### config.mk
export PLATFORM = sky130hd
export DESIGN_NAME = agu_div
export DESIGN_NICKNAME = d
export VERILOG_FILES = /design/src/sv/agu_pkg.sv /design/src/sv/agu_div.sv
export SDC_FILE = /design/constraint.sdc
export NUM_CORES = 2
export LEC_CHECK = 0
export ABC_CLOCK_PERIOD_IN_PS = 37300
export BUFFER_PORTS_ARGS = -buffer_cell sky130_fd_sc_hd__buf_2
export CAP_MARGIN = 20
export CELL_PAD_IN_SITES_DETAIL_PLACEMENT = 0
export CELL_PAD_IN_SITES_GLOBAL_PLACEMENT = 1
export CORE_ASPECT_RATIO = 1.25
export CORE_MARGIN = 2
export CORE_UTILIZATION = 45
export CTS_CLUSTER_DIAMETER = 80
export DETAILED_ROUTE_END_ITERATION = 10
export MAX_ROUTING_LAYER = met4
export PLACE_DENSITY_LB_ADDON = 0.1
export SYNTH_ARGS = -nofsm -noshare
export SYNTH_HDL_FRONTEND = slang
export SYNTH_SLANG_ARGS = --single-unit
### constraint.sdc
create_clock -name clk -period 37.3 [get_ports clk]
set_input_delay 1.865 -clock clk [delete_from_list [all_inputs] [get_ports clk]]
set_output_delay 1.865 -clock clk [all_outputs]
set_load 0.02 [all_outputs]
### src/sv/agu_pkg.sv
`timescale 1ns / 1ps
package agu_pkg;
	// register indexes
	localparam logic [0:0] RegLearningRate = 1'b0;
	localparam logic [0:0] RegEpsilon      = 1'b1;

	localparam logic [15:0] LrReset  = 16'd655;
	localparam logic [15:0] EpsReset = 16'd1;

	// root of a 48-bit radicand: 24 result bits, 26-bit divisor
	localparam int SqrtBits   = 24;
	localparam int SqrtSteps  = 8;   // root bits resolved per stage
	localparam int SqrtStages = SqrtBits / SqrtSteps;
	localparam int DivBits    = 47;  // quotient bits of lr * |g| / d
	localparam int DivSteps   = 7;   // quotient bits per stage
	localparam int DivStages  = (DivBits + DivSteps - 1) / DivSteps;

	typedef struct packed {
		logic signed [31:0] gradient;
		logic [31:0]        accum_in;
		logic signed [31:0] weight_in;
		logic               is_last;
	} in_t;

	typedef struct packed {
		logic [31:0]        accum_out;
		logic signed [31:0] weight_out;
		logic               last_out;
	} out_t;

	// fields that ride along with the arithmetic
	typedef struct packed {
		logic               neg;
		logic [46:0]        num;
		logic signed [31:0] weight;
		logic [31:0]        accum;
		logic               last;
	} side_t;
endpackage

### src/sv/agu_div.sv
`timescale 1ns / 1ps
// pipelined restoring divider, DivSteps quotient bits per stage
module agu_div (
	input  logic                clk,
	input  logic                arst_n,
	input  logic                in_valid,
	input  logic [25:0]         divisor,
	input  agu_pkg::side_t      in_side,
	output logic                out_valid,
	output logic [46:0]         quotient,
	output agu_pkg::side_t      out_side
);
	localparam int NS = agu_pkg::DivStages;
	localparam int NB = agu_pkg::DivSteps;
	localparam int QB = agu_pkg::DivBits;

	logic             v_s  [NS+1];
	logic [25:0]      d_s  [NS+1];
	logic [25:0]      r_s  [NS+1];
	logic [QB-1:0]    n_s  [NS+1];  // dividend shifting out, quotient shifting in
	logic [6:0]       c_s  [NS+1];  // bits left
	agu_pkg::side_t   sd_s [NS+1];

	assign v_s[0]  = in_valid;
	assign d_s[0]  = divisor;
	assign r_s[0]  = '0;
	assign n_s[0]  = in_side.num;
	assign c_s[0]  = 7'(QB);
	assign sd_s[0] = in_side;

	for (genvar k = 0; k < NS; k++) begin : g_st
		logic [25:0]   r_c;
		logic [QB-1:0] n_c;
		logic [6:0]    c_c;
		logic [26:0]   t;
		always_comb begin
			r_c = r_s[k];
			n_c = n_s[k];
			c_c = c_s[k];
			t   = '0;
			for (int i = 0; i < NB; i++) begin
				if (c_c != 7'd0) begin
					t = {r_c, n_c[QB-1]} - {1'b0, d_s[k]};
					if (!t[26]) begin
						r_c = t[25:0];
						n_c = {n_c[QB-2:0], 1'b1};
					end else begin
						r_c = {r_c[24:0], n_c[QB-1]};
						n_c = {n_c[QB-2:0], 1'b0};
					end
					c_c = c_c - 7'd1;
				end
			end
		end
		always_ff @(posedge clk or negedge arst_n) begin
			if (!arst_n) begin
				v_s[k+1] <= 1'b0;
			end else begin
				v_s[k+1] <= v_s[k];
			end
		end
		always_ff @(posedge clk) begin
			d_s[k+1]  <= d_s[k];
			r_s[k+1]  <= r_c;
			n_s[k+1]  <= n_c;
			c_s[k+1]  <= c_c;
			sd_s[k+1] <= sd_s[k];
		end
	end

	assign out_valid = v_s[NS];
	assign quotient  = n_s[NS];
	assign out_side  = sd_s[NS];
endmodule

### After elaboration in Yosys (flattened, before gate mapping)

Index checks and enable logic that the tools add are counted.

| cells by class | value |
|---|---|
| multiplexer cells | 93 |
| $add $sub $neg | 47 |

Operators with widths:

| kind | number |
|---|---|
| $sub 27x26->27 | 46 |
| $mux 26 | 46 |
| $mux 1 | 47 |
| $sub 1x26->27 | 1 |

| storage, ports and cells | value |
|---|---|
| word-level logic and storage cells | 201 |
| output and inout port bits | 161 |
| input port bits | 142 |
| register bits after elaboration | 1439 |

### Longest topological paths before layout

| depth | value |
|---|---|
| depth after elaboration | 14 |
| mapped depth | 133 |

### Worst setup path before layout

OpenSTA, ideal clock, no wires.

| timing path | value |
|---|---|
| kind | register to register |
| from | reg d_s[157] (netlist name) |
| to | reg r_s[139] (netlist name) |
| stages on the path, launching flop included | 125 |
| setup time | 0.126 ns |
| path slack | 9.705 ns |
| period minus slack after synthesis | 27.595 ns |
| arrival | 27.469 ns |
| cell sequence | dfxtp_1 > inv_1 > fa_1 > a211oi_1 > o21ai_1 > a31oi_1 > o2bb2ai_1 > o41a_1 > a31oi_1 > o21ai_1 > a211oi_1 > o31a_1 > nor2_1 > clkbuf_1 > mux2_2 > ha_1 > a211oi_1 > o21bai_1 > [... 89 more ...] > a21boi_1 > o21ai_0 > nand2b_1 > a21o_1 > a41o_1 > o41ai_1 > o211a_1 > a211oi_1 > a21oi_1 > nor2b_1 > o21ai_0 > a21oi_1 > a31oi_1 > o21ai_0 > xnor2_1 > clkbuf_1 > mux2i_1 > mux2i_1 |

| on the way | value |
|---|---|
| longest elaborated chain between the ends | 14 |

RTL lines:

| item | line | text |
|---|---|---|
| start, declared | agu_div.sv:18 | `logic [25:0] d_s [NS+1];` |
| start signal, assigned by index | agu_div.sv:63 | `d_s[k+1] <= d_s[k];` |
| $sub 27x26->27 | agu_div.sv:43 | `t = {r_c, n_c[QB-1]} - {1'b0, d_s[k]};` |
| $mux 26 | agu_div.sv:44 | `if (!t[26]) begin` |
| $sub 27x26->27 | agu_div.sv:43 |  |
| $mux 26 | agu_div.sv:44 |  |
| $sub 27x26->27 | agu_div.sv:43 |  |
| $mux 26 | agu_div.sv:44 |  |
| $sub 27x26->27 | agu_div.sv:43 |  |
| $mux 26 | agu_div.sv:44 |  |
| $sub 27x26->27 | agu_div.sv:43 |  |
| $mux 26 | agu_div.sv:44 |  |
| $sub 27x26->27 | agu_div.sv:43 |  |
| $mux 26 | agu_div.sv:44 |  |
| $sub 27x26->27 | agu_div.sv:43 |  |
| $mux 26 * | agu_div.sv:44 |  |
| named net g_st[1].r_c[9] | agu_div.sv:32 | `logic [25:0] r_c;` |
| end signal, assigned by index | agu_div.sv:64 | `r_s[k+1] <= r_c;` |
| end, declared | agu_div.sv:19 | `logic [25:0] r_s [NS+1];` |

The timed path passes the listed nets; every way through them passes the cells marked *.

### Worst setup path after layout

| timing path | value |
|---|---|
| from | reg d_s[53] (netlist name) |
| to | reg r_s[30] (netlist name) |

| on the way | value |
|---|---|
| longest elaborated chain between the ends | 14 |

RTL lines:

| item | line |
|---|---|
| $sub 27x26->27 | agu_div.sv:43 |
| $mux 26 | agu_div.sv:44 |
| $sub 27x26->27 | agu_div.sv:43 |
| $mux 26 | agu_div.sv:44 |
| $sub 27x26->27 | agu_div.sv:43 |
| $mux 26 | agu_div.sv:44 |
| $sub 27x26->27 | agu_div.sv:43 |
| $mux 26 | agu_div.sv:44 |
| $sub 27x26->27 | agu_div.sv:43 |
| $mux 26 | agu_div.sv:44 |
| $sub 27x26->27 | agu_div.sv:43 |
| $mux 26 | agu_div.sv:44 |
| $sub 27x26->27 | agu_div.sv:43 |
| $mux 26 * | agu_div.sv:44 |
| named net g_st[5].r_c[4] | agu_div.sv:32 |

Marks and branches as above.

==> results.py <==
metrics = {
    "status": {
        "status": "completed",
    },
    "grt": {
        "grt_pass1_wl_um": 430000,
        "gr-total-overflow": 0,
        "grt_max_degree": 69,
        "grt_pass1_vias": 79900,
        "grt_util_all_layers_pct": 25.3,
        "antenna_found_initial": 16,
    },
    "worst_setup_path": {
        "cp_top_family": "compound AO/OA/AOI/OAI gates",
        "cp_common_cell": "a21oi_1",
        "path_max_fanout": 60,
        "critical_path_class": "flop to flop",
        "cpMaxStageDelayCell": "o41ai_1",
        "r2r_slack_ns": 5.89,
        "required_ns": 37.97,
        "cp.arrival_ns": 32.08,
        "critPathLaunchType": "flop",
        "slowest_delay_ns": 0.76,
        "cp-end-kind": "flop",
        "cp.buffers_inverters": 13,
    },
    "worst_hold_path": {
        "hold_path_class": "flop to flop",
    },
    "clocking": {
        "hold_buffers": 0,
        "clockBufferDepth": 4,
        "cts_max_level": 4,
        "clk-insertion-delay-late_ns": 0.81,
        "postCtsSetupBuffers": 0,
        "cts_buffers": 145,
        "cts_sinks": 1304,
        "path_clk_slew_ns": 0.07,
        "cts_tree": "yes",
        "cts_root_buffer": "clkbuf_16",
        "cts_resized": 0,
    },
    "floorplan": {
        "die_w_um": 420,
        "io_pins": 303,
        "die_h_um": 524,
        "dieArea_um2": 220000,
        "start_util_pct": 45.1,
        "num_rows": 191,
        "core_area_um2": 216000,
    },
    "sta": {
        "period_share_pct": 84.2,
        "tightest_slew_ns": 1.08,
        "worst_slack_ns": 5.89,
        "hold_viol": 0,
        "tns_ns": 0,
        "grt_setup_unrepaired": "false",
        "fin_crit_ns": 31.41,
        "max_clock_freq_mhz": 31.8,
        "slew_viol_final": 0,
        "finClkSkew_ns": 0.0650,
        "setup_violations": 0,
        "relSlewSlack_pct": 27.5,
    },
    "logic_synthesis": {
        "yosysMostFrequentCell": "dfxtp_1",
        "synth_warnings": 0,
        "synth_top_area_share_pct": 26.6,
        "ys_top_cells_by_area": "dfxtp_1 27%, ha_1 15%, xnor2_1 5.6%",
        "netlist_area_um2": 97500,
        "yosysUniqueCellTypes": 112,
        "ys_top_cells_by_count": "1297 x dfxtp_1, 1197 x ha_1, 945 x nor2_1, 926 x a21oi_1, 783 x nand2_1",
        "ys.flop_type": "dfxtp_1",
        "async_reset_ff_share_pct": 0.537,
        "synth_top_area_cell": "dfxtp_1",
        "synth_seq_cells": 1304,
        "synth.avg_cell_area_um2": 8.51,
        "synth_cells": 11400,
        "yosysSeqAreaShare_pct": 26.8,
        "synth-edff-count": 0,
    },
    "job": {
        "max_cap_violations": 0,
    },
    "drt": {
        "drt.antenna.violating_nets": 0,
        "drt-wirelength-per-cell_um": 19.1,
        "drt_pre_antenna_iters": 8,
        "vias": 81400,
        "vias_per_cell": 5.58,
        "drt-initial-drc-count": 3964,
        "drt-total-wl_um": 279000,
        "drc_errors": 0,
    },
    "place": {
        "io_buffers": 302,
        "place_congestion": 0.932,
        "dp_slack_ns": 6.02,
        "post-dp-hpwl_um": 227000,
    },
    "cells_and_area": {
        "drive_gt1_share_pct": 9.55,
        "nets": 13000,
        "regArea_um2": 26100,
        "filler_cell_count": 21000,
        "multi_input_area_um2": 67000,
        "syn_to_final_growth_pct": 9.02,
    },
}
[path summary, 6_finish.rpt]
check / cells after the start / from / endpoint
worst max-delay path: 117 / d_s[53] / r_s[30]
worst min-delay path: 0 / sd_s[439] / sd_s[326]
worst max register to register: 117 / d_s[53] / r_s[30]
worst min register to register: 0 / sd_s[439] / sd_s[326]
max in group asynchronous: 1 / arst_n / v_s[6]
min in group asynchronous: 1 / arst_n / v_s[1]
[layout by cell type (no fill, tap or decap), types with 198 or more instances in the layout]
cell / Yosys / routed
mux2i_1: 384 / 383
buf_2: 31 / 302
nor3_1: 243 / 243
nor2_1: 945 / 942
xnor2_1: 618 / 607
a21o_1: 331 / 331
ha_1: 1197 / 1197
inv_1: 650 / 650
o21ai_0: 680 / 680
mux2_2: 333 / 333
xor2_1: 323 / 312
nand2_1: 783 / 783
dfxtp_1: 1297 / 1297
a21oi_1: 926 / 926
nor2b_1: 198 / 198
[cell type report]
class	count	share of cell area [%]
clock inverters	70	0.831
multi-input cells	9096	63.1
flip-flops and latches	1304	24.6
inverters	659	2.33
well taps	2895	3.41
repair buffers	375	1.95
diodes	4	0.00942
clock buffers	182	3.78
[per-layer routing]
| metal | track usage, % | vias up | wire length [um] |
|---|---|---|---|
| met3 | 2.28 | 591 | 8850 |
| met4 | 12.1 | 0 | 14700 |
| li1 | - | 41200 | - |
| met1 | 26.4 | 38100 | 109000 |
| met5 | - | - | 0 |
| met2 | 47.3 | 1498 | 146000 |
[state kept, by name (all words and copies together), names as in the netlist]
signal	flops
sd_s	678
d_s	156
r_s	156
n_s	147
out_side	113
quotient	47
v_s	6
out_valid	1
[worst register-to-register path, delay by kind of cell, from the launching register on]
kind | cells | cell delay (ns)
buffers and inverters | 13 | 4.01
multiplexers | 4 | 1.42
AO/OA/AOI/OAI | 66 | 16.31
flip-flops | 1 | 0.58
AND/OR/NAND/NOR | 22 | 4.87
XOR/XNOR | 5 | 1.51
adder cells (fa/ha/maj) | 7 | 2.57
[metrics by stage]
step	util (%)	std cells	hold WS, ns	cell area, um2
5_1_grt	49.2	14600	0.290	106000
3_3_place_gp	46.9	14300	0.309	101000
4_1_cts	49.2	14600	0.293	106000
3_5_place_dp	46.9	14300	0.312	101000
2_1_floorplan	-	11500	0.310	97500
6_report	49.2	14600	0.292	106000
[cell families after synthesis]
group,after synthesis,synth area share (%)
simple gates,2969,14.3
mux,765,8.36
xor+xnor,955,8.73
compound gates,3149,20.7
other cells,1,0.00385
flops,1304,26.8
buf+inv,1059,4.79
fa+ha+maj,1246,16.3
Power is left out: the tool's default activity adds up to more than one toggle a clock period on the data nets, which glitch-free logic cannot reach.
