==> config.mk <==
export PLATFORM = sky130hd
export DESIGN_NAME = agu_sqrt
export DESIGN_NICKNAME = d
export VERILOG_FILES = /design/src/sv/agu_pkg.sv /design/src/sv/agu_sqrt.sv
export SDC_FILE = /design/constraint.sdc
export NUM_CORES = 1
export LEC_CHECK = 0
export BUFFER_PORTS_ARGS = -buffer_cell sky130_fd_sc_hd__buf_2
export CAP_MARGIN = 20
export CORE_MARGIN = 1.5
export CORE_UTILIZATION = 50
export DETAILED_ROUTE_END_ITERATION = 8
export PLACE_DENSITY = 0.8
export SLEW_MARGIN = 10
export SYNTH_ARGS = -nofsm -noshare
export SYNTH_HDL_FRONTEND = slang
export SYNTH_SLANG_ARGS = --single-unit
==> constraint.sdc <==
create_clock -name clk -period 73.1 [get_ports clk]
set_clock_uncertainty 0.2 [all_clocks]
set_input_delay 14.62 -clock clk [delete_from_list [all_inputs] [get_ports clk]]
set_output_delay 14.62 -clock clk [all_outputs]
set_load 0.01 [all_outputs]
==> src/sv/agu_pkg.sv <==
`timescale 1ns / 1ps
package agu_pkg;
	// register indexes
	localparam logic [0:0] RegLearningRate = 1'b0;
	localparam logic [0:0] RegEpsilon      = 1'b1;

	localparam logic [15:0] LrReset  = 16'd655;
	localparam logic [15:0] EpsReset = 16'd1;

	// root of a 48-bit radicand: 24 result bits, 26-bit divisor
	localparam int SqrtBits   = 24;
	localparam int SqrtSteps  = 8;   // root bits resolved per stage
	localparam int SqrtStages = SqrtBits / SqrtSteps;
	localparam int DivBits    = 47;  // quotient bits of lr * |g| / d
	localparam int DivSteps   = 7;   // quotient bits per stage
	localparam int DivStages  = (DivBits + DivSteps - 1) / DivSteps;

	typedef struct packed {
		logic signed [31:0] gradient;
		logic [31:0]        accum_in;
		logic signed [31:0] weight_in;
		logic               is_last;
	} in_t;

	typedef struct packed {
		logic [31:0]        accum_out;
		logic signed [31:0] weight_out;
		logic               last_out;
	} out_t;

	// fields that ride along with the arithmetic
	typedef struct packed {
		logic               neg;
		logic [46:0]        num;
		logic signed [31:0] weight;
		logic [31:0]        accum;
		logic               last;
	} side_t;
endpackage

==> src/sv/agu_sqrt.sv <==
`timescale 1ns / 1ps
// pipelined restoring square root, SqrtSteps root bits per stage
module agu_sqrt (
	input  logic                clk,
	input  logic                arst_n,
	input  logic                in_valid,
	input  logic [31:0]         radicand,
	input  agu_pkg::side_t      in_side,
	output logic                out_valid,
	output logic [24:0]         root,
	output agu_pkg::side_t      out_side
);
	localparam int NS = agu_pkg::SqrtStages;
	localparam int NB = agu_pkg::SqrtSteps;

	logic                 v_s  [NS+1];
	logic [47:0]          x_s  [NS+1];  // radicand still to consume
	logic [25:0]          r_s  [NS+1];  // remainder
	logic [23:0]          q_s  [NS+1];  // root so far
	agu_pkg::side_t       sd_s [NS+1];

	assign v_s[0]  = in_valid;
	assign x_s[0]  = {radicand, 16'h0000};
	assign r_s[0]  = '0;
	assign q_s[0]  = '0;
	assign sd_s[0] = in_side;

	for (genvar k = 0; k < NS; k++) begin : g_st
		logic [47:0] x_c;
		logic [25:0] r_c;
		logic [23:0] q_c;
		logic [27:0] t;
		// one root bit per step, remainder bounded by 2q+1
		always_comb begin
			x_c = x_s[k];
			r_c = r_s[k];
			q_c = q_s[k];
			t   = '0;
			for (int i = 0; i < NB; i++) begin
				t = {r_c, x_c[47:46]} - {2'b00, q_c, 2'b01};
				x_c = {x_c[45:0], 2'b00};
				if (!t[27]) begin
					r_c = t[25:0];
					q_c = {q_c[22:0], 1'b1};
				end else begin
					r_c = {r_c[23:0], t[1:0] + 2'b01};
					q_c = {q_c[22:0], 1'b0};
				end
			end
		end
		always_ff @(posedge clk or negedge arst_n) begin
			if (!arst_n) begin
				v_s[k+1] <= 1'b0;
			end else begin
				v_s[k+1] <= v_s[k];
			end
		end
		always_ff @(posedge clk) begin
			x_s[k+1]  <= x_c;
			r_s[k+1]  <= r_c;
			q_s[k+1]  <= q_c;
			sd_s[k+1] <= sd_s[k];
		end
	end

	assign out_valid = v_s[NS];
	assign root      = {1'b0, q_s[NS]};
	assign out_side  = sd_s[NS];
endmodule

Word level (Yosys, flattened, before mapping)
Index checks and enable logic that the tools add are counted.

word-level totals
  output and inout bits = 139
  word-level logic and storage cells = 118
  flip-flop bits (word level) = 458

operators by class
  $add $sub $neg = 47
  mux-type cells = 47

operators with widths
  operator             count
  $mux 26              23
  $add 2x1->2 const B  23
  $sub 28x10->28       1
  $sub 28x11->28       1
  $sub 28x12->28       1
  $sub 28x13->28       1
  $sub 28x14->28       1
  $sub 28x15->28       1
  $sub 28x16->28       1
  $sub 28x17->28       1
  $sub 28x18->28       1
  $sub 28x19->28       1
  $sub 28x20->28       1
  $sub 28x21->28       1
  $sub 28x22->28       1
  $sub 28x23->28       1
  $sub 28x24->28       1
  $sub 28x25->28       1
  $sub 28x3->28        1
  $sub 28x4->28        1
  $sub 28x5->28        1
  $sub 28x6->28        1
  $sub 28x7->28        1
  $sub 28x8->28        1
  other kinds (3)      26

Depth between registers and ports, before layout
Gate-level depths: netlist of the first run.

  word-level depth = 24
  depth in mapped cells = 128
  depth with buffers taken out = 121

Worst setup path before layout of the first run
OpenSTA, ideal clock, no wires.

  kind = input to register
  start = input radicand[28]
  end = register r_s[68] in the netlist's numbering
  slack = 46.688 ns
  cell stages on the path = 62
  library setup time = 0.122 ns
  required time = 72.778 ns
  arrival = 26.090 ns
  cell sequence = clkbuf_1 inv_1 ha_1 xnor2_1 ha_1 inv_1 a211oi_1 nor4_1 inv_1 nor2_1 xnor2_1 ha_1 a31o_2 a21oi_1 o211a_1 and2_1 clkbuf_1 clkinv_1 [... 26 more ...] nor2_1 o21a_1 o21a_1 o21ai_0 nor2b_1 clkbuf_1 ha_1 xor2_1 o21bai_1 a21oi_1 o21bai_1 a21oi_1 o21bai_1 a21oi_1 nand2b_1 nand4b_1 or3_1 xnor2_1

between the ends
  longest elaborated chain between the ends = 15
  elaborated cells between the ends (all ways) = 21

RTL lines
  item                                      line            text
  from (decl)                               agu_sqrt.sv:7   input logic [31:0] radicand,
  $sub 28x3->28 *                           agu_sqrt.sv:40  t = {r_c, x_c[47:46]} - {2'b00, q_c, 2'b01};
  $add 2x1->2                               agu_sqrt.sv:46  r_c = {r_c[23:0], t[1:0] + 2'b01};
  $mux 26                                   agu_sqrt.sv:42  if (!t[27]) begin
  $sub 28x4->28 *                           agu_sqrt.sv:40
  $mux 1 *                                  agu_sqrt.sv:42
  named net g_st[0].q_c[5]                  agu_sqrt.sv:31  logic [23:0] q_c;
  $sub 28x5->28 *                           agu_sqrt.sv:40
  $mux 1 *                                  agu_sqrt.sv:42
  named net g_st[0].q_c[4]                  agu_sqrt.sv:31
  [... 2 more ...]                          --
  named net g_st[0].q_c[3]                  agu_sqrt.sv:31
  $sub 28x7->28 *                           agu_sqrt.sv:40
  $mux 1 *                                  agu_sqrt.sv:42
  named net g_st[0].q_c[2]                  agu_sqrt.sv:31
  $sub 28x8->28                             agu_sqrt.sv:40
  $mux 26 / $mux 1 (equally long branches)  agu_sqrt.sv:42
  $sub 28x9->28                             agu_sqrt.sv:40
  $mux 26 *                                 agu_sqrt.sv:42
  named net g_st[0].r_c[16]                 agu_sqrt.sv:30  logic [25:0] r_c;
  to (signal, indexed assignment)           agu_sqrt.sv:60  r_s[k+1] <= r_c;
  to (decl)                                 agu_sqrt.sv:18  logic [25:0] r_s [NS+1];

The timed path passes the listed nets; every way through them passes the cells marked *.

Final worst setup path of the first run
  start = input radicand[30]
  end = register r_s[68] in the netlist's numbering

between the ends
  longest elaborated chain between the ends = 17
  elaborated cells between the ends (all ways) = 24

RTL lines
  item                                      line
  $sub 2x1->3 *                             agu_sqrt.sv:40
  $add 2x1->2                               agu_sqrt.sv:46
  $mux 26                                   agu_sqrt.sv:42
  $sub 28x3->28 *                           agu_sqrt.sv:40
  $mux 1 *                                  agu_sqrt.sv:42
  named net g_st[0].q_c[6]                  agu_sqrt.sv:31
  $sub 28x4->28 *                           agu_sqrt.sv:40
  $mux 1 *                                  agu_sqrt.sv:42
  named net g_st[0].q_c[5]                  agu_sqrt.sv:31
  [... 2 more ...]                          --
  named net g_st[0].q_c[4]                  agu_sqrt.sv:31
  [... 2 more ...]                          --
  $sub 28x7->28                             agu_sqrt.sv:40
  $mux 26 / $mux 1 (equally long branches)  agu_sqrt.sv:42
  $sub 28x8->28 *                           agu_sqrt.sv:40
  $mux 1 *                                  agu_sqrt.sv:42
  named net g_st[0].q_c[1]                  agu_sqrt.sv:31
  $sub 28x9->28 *                           agu_sqrt.sv:40
  $mux 26 *                                 agu_sqrt.sv:42
  named net g_st[0].r_c[16]                 agu_sqrt.sv:30

Marked as above.

==> results.yml, run 1 <==
floorplanning:
  fp.dieH_um: 257
  start_util_pct: 50.3
  row_count: 93
  dieArea_mm2: 0.0662
  die_x_um: 257
  boundaryPins: 287
  placeableCoreArea_mm2: 0.0642
layout:
  finalNonFillerCells: 5010
  syn_to_final_growth_pct: 9.52
  nNetsFinal: 4543
  fill_cells: 5875
  drive_above_1_share_pct: 12.2
route:
  via_count: 29100
  via_per_inst: 5.81
  drc: 0
  wl_per_cell_um: 17.4
  routed_wirelength_um: 87000
  drtIter0Drc: 2427
  drt_pass1_iterations: 7
  ant_nets: 0
placed_design:
  place_inst: 4919
  port_buffers: 285
  place.detailed.hpwl_um: 68600
  pre_cts_slack_ns: 45.09
  gp_congestion: 0.940
grt:
  use_met1_pct: 32.4
  grt_pass1_vias: 27300
  antenna_found_initial: 5
  grt_max_degree: 43
  grtUsageTotal_pct: 25.4
  use_met3_pct: 2.42
  grt_first_pass_wirelength_um: 139000
  grt_overflow_total: 0
  global_route.peak_usage_layer: "met2"
  gr-usage-met2_pct: 44.1
logic_synthesis:
  synthAdderAreaFrac_pct: 10.9
  yosysTopAreaCellShare_pct: 28.2
  yosys-top-cells-area: "dfxtp_1, ha_1, xnor2_1"
  ys_top_cells_by_count: "dfxtp_1, nor2_1, a21oi_1"
  synth_edf_count: 0
  yosys.area.top_type: "dfxtp_1"
  synth-compound-area-share_pct: 21.8
  syn_avg_cell_area_um2: 8.16
  synthMuxAreaShare_pct: 1.65
  ys_ff_latch: 458
  synth-simple-area-share_pct: 20.4
  synth.most_common_cell: "dfxtp_1"
  synth_top_family_by_area: "compound AO/OA/AOI/OAI gates"
  yosysWarnings: 0
  ys_async_sr_fraction_pct: 0.655
  yosysSeqAreaShare_pct: 28.4
  synthXorXnorAreaFrac_pct: 10.6
  syn_inst: 3964
  synth_cell_type_count: 113
  syn_area_mm2: 0.0323
  ys.flop_type: "dfxtp_1"
timing:
  finalHoldViolations: 0
  finalCritPeriodShare_pct: 37.6
  max_clock_freq_mhz: 36.4
  relSlewSlack_pct: 31.7
  worst_pin_slew_ns: 1.02
  slew_violations: 0
  fin_ws_ns: 45.62
  setup_viol: 0
  period_minus_slack_ns: 27.48
  fin_setup_tns_ns: 0
  rsz0062_at_grt: "no"
clock_network:
  clk_pin_slew_ns: 0.06
  cts_sinks: 458
  cts_resized: 0
  cts_made_buffers: 48
  clkLatencyLatePin_ns: 0.62
  postCtsSetupRepairBufs: 0
  htreeDepth: 2
  cts_root_buf: "clkbuf_16"
  cts_hold_buf: 0
  cts_buffer_depth: 3
  cts_tree: "done"
setup_path:
  cp-end-kind: "flip-flop"
  crit_end: "r_s[68]"
  crit_top_cell: "nor2_1"
  r2r_start: "q_s[54]"
  critical_path.max_stage_delay_ns: 0.77
  r2r_setup_slack_ns: 45.77
  startpoint_type: "input pin"
  critPathKind: "input pin to flip-flop"
  slowest_stage: "nor2b_1"
  arrival_ns: 27.78
  worstPathRequired_ns: 73.40
  rr_worst_depth: 104
  r2r_end: "r_s[42]"
  crit_fanout: 17
  critPathLaunch: "radicand[30]"
run:
  drv_cap: 0
run_status:
  outcome: "finished, final reports clean"
hold_path:
  min_path_type: "flip-flop to flip-flop"
## per-layer routing
layer | wire length [um] | up-vias
li1 | - | 14400
met1 | 37500 | 13500
met2 | 41600 | 974
met3 | 4830 | 185
met4 | 3070 | 0
met5 | 0 | -
## per-stage QoR
step	hold slack, ns	util, %	area [um2]
finish	0.0915	55.1	35400
floorplan	0.110	-	32300
global placement	0.110	52.6	33800
detailed placement	0.112	52.6	33800
global route	0.0906	55.1	35400
CTS	0.0768	55.1	35400
## cells by family after synthesis
kind of cell               count (synthesis)
AOI/OAI and AO/OA                       1074
buffers and inverters                    407
adders and majority gates                282
xor gates and xnor gates                 380
DFF                                      458
muxes                                     49
other                                      1
and+or+nand+nor                         1313
## how the worst min path moves through the flow
stage	endpoint	cells past startpoint	slack, ns	from
2_1_floorplan	out_side[0]	0	0.11	sd_s[113]
3_3_place_gp	out_side[81]	0	0.11	sd_s[194]
3_5_place_dp	out_side[16]	0	0.11	sd_s[129]
4_1_cts	out_side[104]	0	0.08	sd_s[217]
5_1_grt	out_side[104]	0	0.09	sd_s[217]
6_report	out_side[104]	0	0.09	sd_s[217]
## worst max-delay path, delay by kind of cell
family / cells / cell delay [ns]
simple gates: 25 / 5.30
fa+ha+maj: 6 / 1.80
xor+xnor: 7 / 1.09
compound gates: 17 / 3.33
buf+inv: 8 / 1.61
## registers in the layout, summed over array words and instances, names as in the netlist
register   flops
r_s           52
sd_s         226
root          24
q_s           24
out_side     113
out_valid      1
v_s            2
x_s           16
## placed cells by master, fill, tap and decap left out, drive strengths merged, types with 66 or more instances in the layout
master  instances
nand2         306
buf           309
a21o           96
ha            280
xor2          123
nor3          104
o21ai         199
xnor2         254
inv           195
nand3         101
dfxtp         455
clkbuf         66
a21oi         342
nor2          352
## cell type report
type	count	area, um2	area share (%)
Clock buffer	66	1380	3.89
Multi-Input combinational cell	3104	21200	59.8
Tap cell	855	1070	3.02
Inverter	193	729	2.06
Sequential cell	458	9180	25.9
Clock inverter	23	259	0.731
Antenna cell	2	5.00	0.0141
Timing Repair Buffer	309	1610	4.54
Power of run 1 is not shown: default switching activity piles up to over one toggle a cycle in this logic, so the estimate is an artifact.
==> inputs of run 2 (changes only) <==
==> constraint.sdc (replaced) <==
create_clock -name clk -period 27 [get_ports clk]
set_clock_uncertainty 0.2 [all_clocks]
set_input_delay 5.4 -clock clk [delete_from_list [all_inputs] [get_ports clk]]
set_output_delay 5.4 -clock clk [all_outputs]
set_load 0.01 [all_outputs]
==> run 2 against run 1 <==
Wire length is 5.4% higher. Critical path depth up 54. Setup slack got worse by 44 ns. Flip-flop and latch count stayed put. Clock-buffer cell count down 4. Die area unchanged. Cell count rose by 0.26%. Non-clock buffer count rose by 9. First-iteration DRC count decreased by 5.5%.
==> results.yml, run 2 (synthesized netlist as in run 1, its figures left out) <==
floorplanning:
  placeableCoreArea_mm2: 0.0642
  die_x_um: 257
  boundaryPins: 287
  row_count: 93
  start_util_pct: 50.3
  dieArea_mm2: 0.0662
  fp.dieH_um: 257
grt:
  grtUsageTotal_pct: 26.6
  grt_overflow_total: 0
  antenna_found_initial: 6
  grt_first_pass_wirelength_um: 145000
  grt_max_degree: 33
  grt_pass1_vias: 27800
layout:
  largest_reg_flops: 226
  nNetsFinal: 4554
  syn_to_final_growth_pct: 10.1
  largest_register: "sd_s"
  final_common_cell: "dfxtp_1"
  most-common-layout-cells: "dfxtp_1, nor2_1, a21oi_1, nand2_1, buf_2"
  drive_above_1_share_pct: 12.7
route:
  routed_wirelength_um: 91700
  via_count: 29400
  drc: 0
  drtIter0Drc: 2294
  wl_per_cell_um: 18.3
  ant_nets: 0
  drt_pass1_iterations: 6
  via_per_inst: 5.84
hold_path:
  hp-start: "sd_s[300]"
  min_path_type: "flip-flop to flip-flop"
timing:
  fin_setup_tns_ns: 0
  setup_viol: 0
  worst_pin_slew_ns: 1.21
  rsz0062_at_grt: "no"
  relSlewSlack_pct: 18.0
  finalHoldViolations: 0
  max_clock_freq_mhz: 39.9
  period_minus_slack_ns: 25.07
  finalCritPeriodShare_pct: 92.9
  slew_violations: 0
setup_path:
  r2r_start: "q_s[25]"
  critPathKind: "flip-flop to flip-flop"
  arrival_ns: 25.33
  r2r_setup_slack_ns: 1.93
  critPathLaunch: "q_s[25]"
  crit_top_cell: "a21oi_1"
  startpoint_type: "flip-flop"
  rr_worst_depth: 117
  critical_path.max_stage_delay_ns: 0.58
  r2r_end: "root[0]"
  crit_fanout: 29
  worstPathRequired_ns: 27.26
  slowest_stage: "nor4_1"
  crit_end: "root[0]"
  cp-end-kind: "flip-flop"
clock_network:
  cts_tree: "done"
  clk_pin_slew_ns: 0.07
  cts_sinks: 458
  cts_root_buf: "clkbuf_16"
  cts_buffer_depth: 3
  clkLatencyLatePin_ns: 0.60
  cts_made_buffers: 47
  htreeDepth: 2
  cts_hold_buf: 0
run:
  drv_cap: 0
placed_design:
  gp_congestion: 0.993
  place.detailed.hpwl_um: 72500
  port_buffers: 285
run_status:
  outcome: "finished, final reports clean"
[run 2: cell types whose count changed in the layout (fill, tap and decap cells not counted), sizes merged]
cell      delta
clkinv       +4
xnor2        +1
bufinv       +4
buf          +9
clkinvlp     +4
inv          -8
clkbuf       -4
diode        +3
[run 2: through the flow]
stage / hold WS (ns) / cells / worst slack, ns / utilization (%) / area (um2)
after floorplan: 0.110 / 3969 / 4.04 / - / 32300
after global placement: 0.109 / 4923 / 1.44 / 52.6 / 33800
after detailed placement: 0.112 / 4923 / 0.549 / 52.6 / 33800
after CTS: 0.118 / 5010 / 0.433 / 55.2 / 35500
after global routing: 0.121 / 5023 / 0.0403 / 55.4 / 35600
final: 0.118 / 5023 / 1.93 / 55.4 / 35600
[run 2: layer usage]
metal | vias to the layer above | track usage, % | part of all wire, %
met5 | - | 0 | 0
met4 | 0 | 9.89 | 3.7
met3 | 223 | 3.37 | 6.3
met2 | 1046 | 46.6 | 48
met1 | 13600 | 33.2 | 42
li1 | 14500 | - | -
[run 2: final cells by class]
type	count	area, um2
fill	5898	28600
multi-input combinational	3105	21200
sequential	458	9180
timing repair buffer	318	1670
clock buffer	62	1330
tap	855	1070
inverter	193	757
clock inverter	25	324
antenna	5	12.5
timing repair inverter	2	10.0
[run 2: how the worst min path moves through the flow]
| stage | to | cells past startpoint | slack (ns) |
|---|---|---|---|
| after floorplan | out_side[0] | 0 | 0.11 |
| after global placement | out_side[25] | 0 | 0.11 |
| after detailed placement | out_side[101] | 0 | 0.11 |
| after CTS | sd_s[159] | 0 | 0.12 |
| after global routing | sd_s[159] | 0 | 0.12 |
| final | sd_s[187] | 0 | 0.12 |
[run 2: critical path: cells and delay by family, from the launching register on]
kind | cells | cell delay (ns)
AO/OA/AOI/OAI | 68 | 13.26
AND/OR/NAND/NOR | 24 | 4.71
buffers and inverters | 10 | 2.57
adder cells (fa/ha/maj) | 8 | 2.34
XOR/XNOR | 7 | 1.49
flip-flops | 1 | 0.32
[run 2: what timing repair did]
action	in CTS	in global routing
resized for setup	0	24
buffers inserted	0	5
setup endpoints to repair	0	28
Power of run 2 is left out for the same reason.
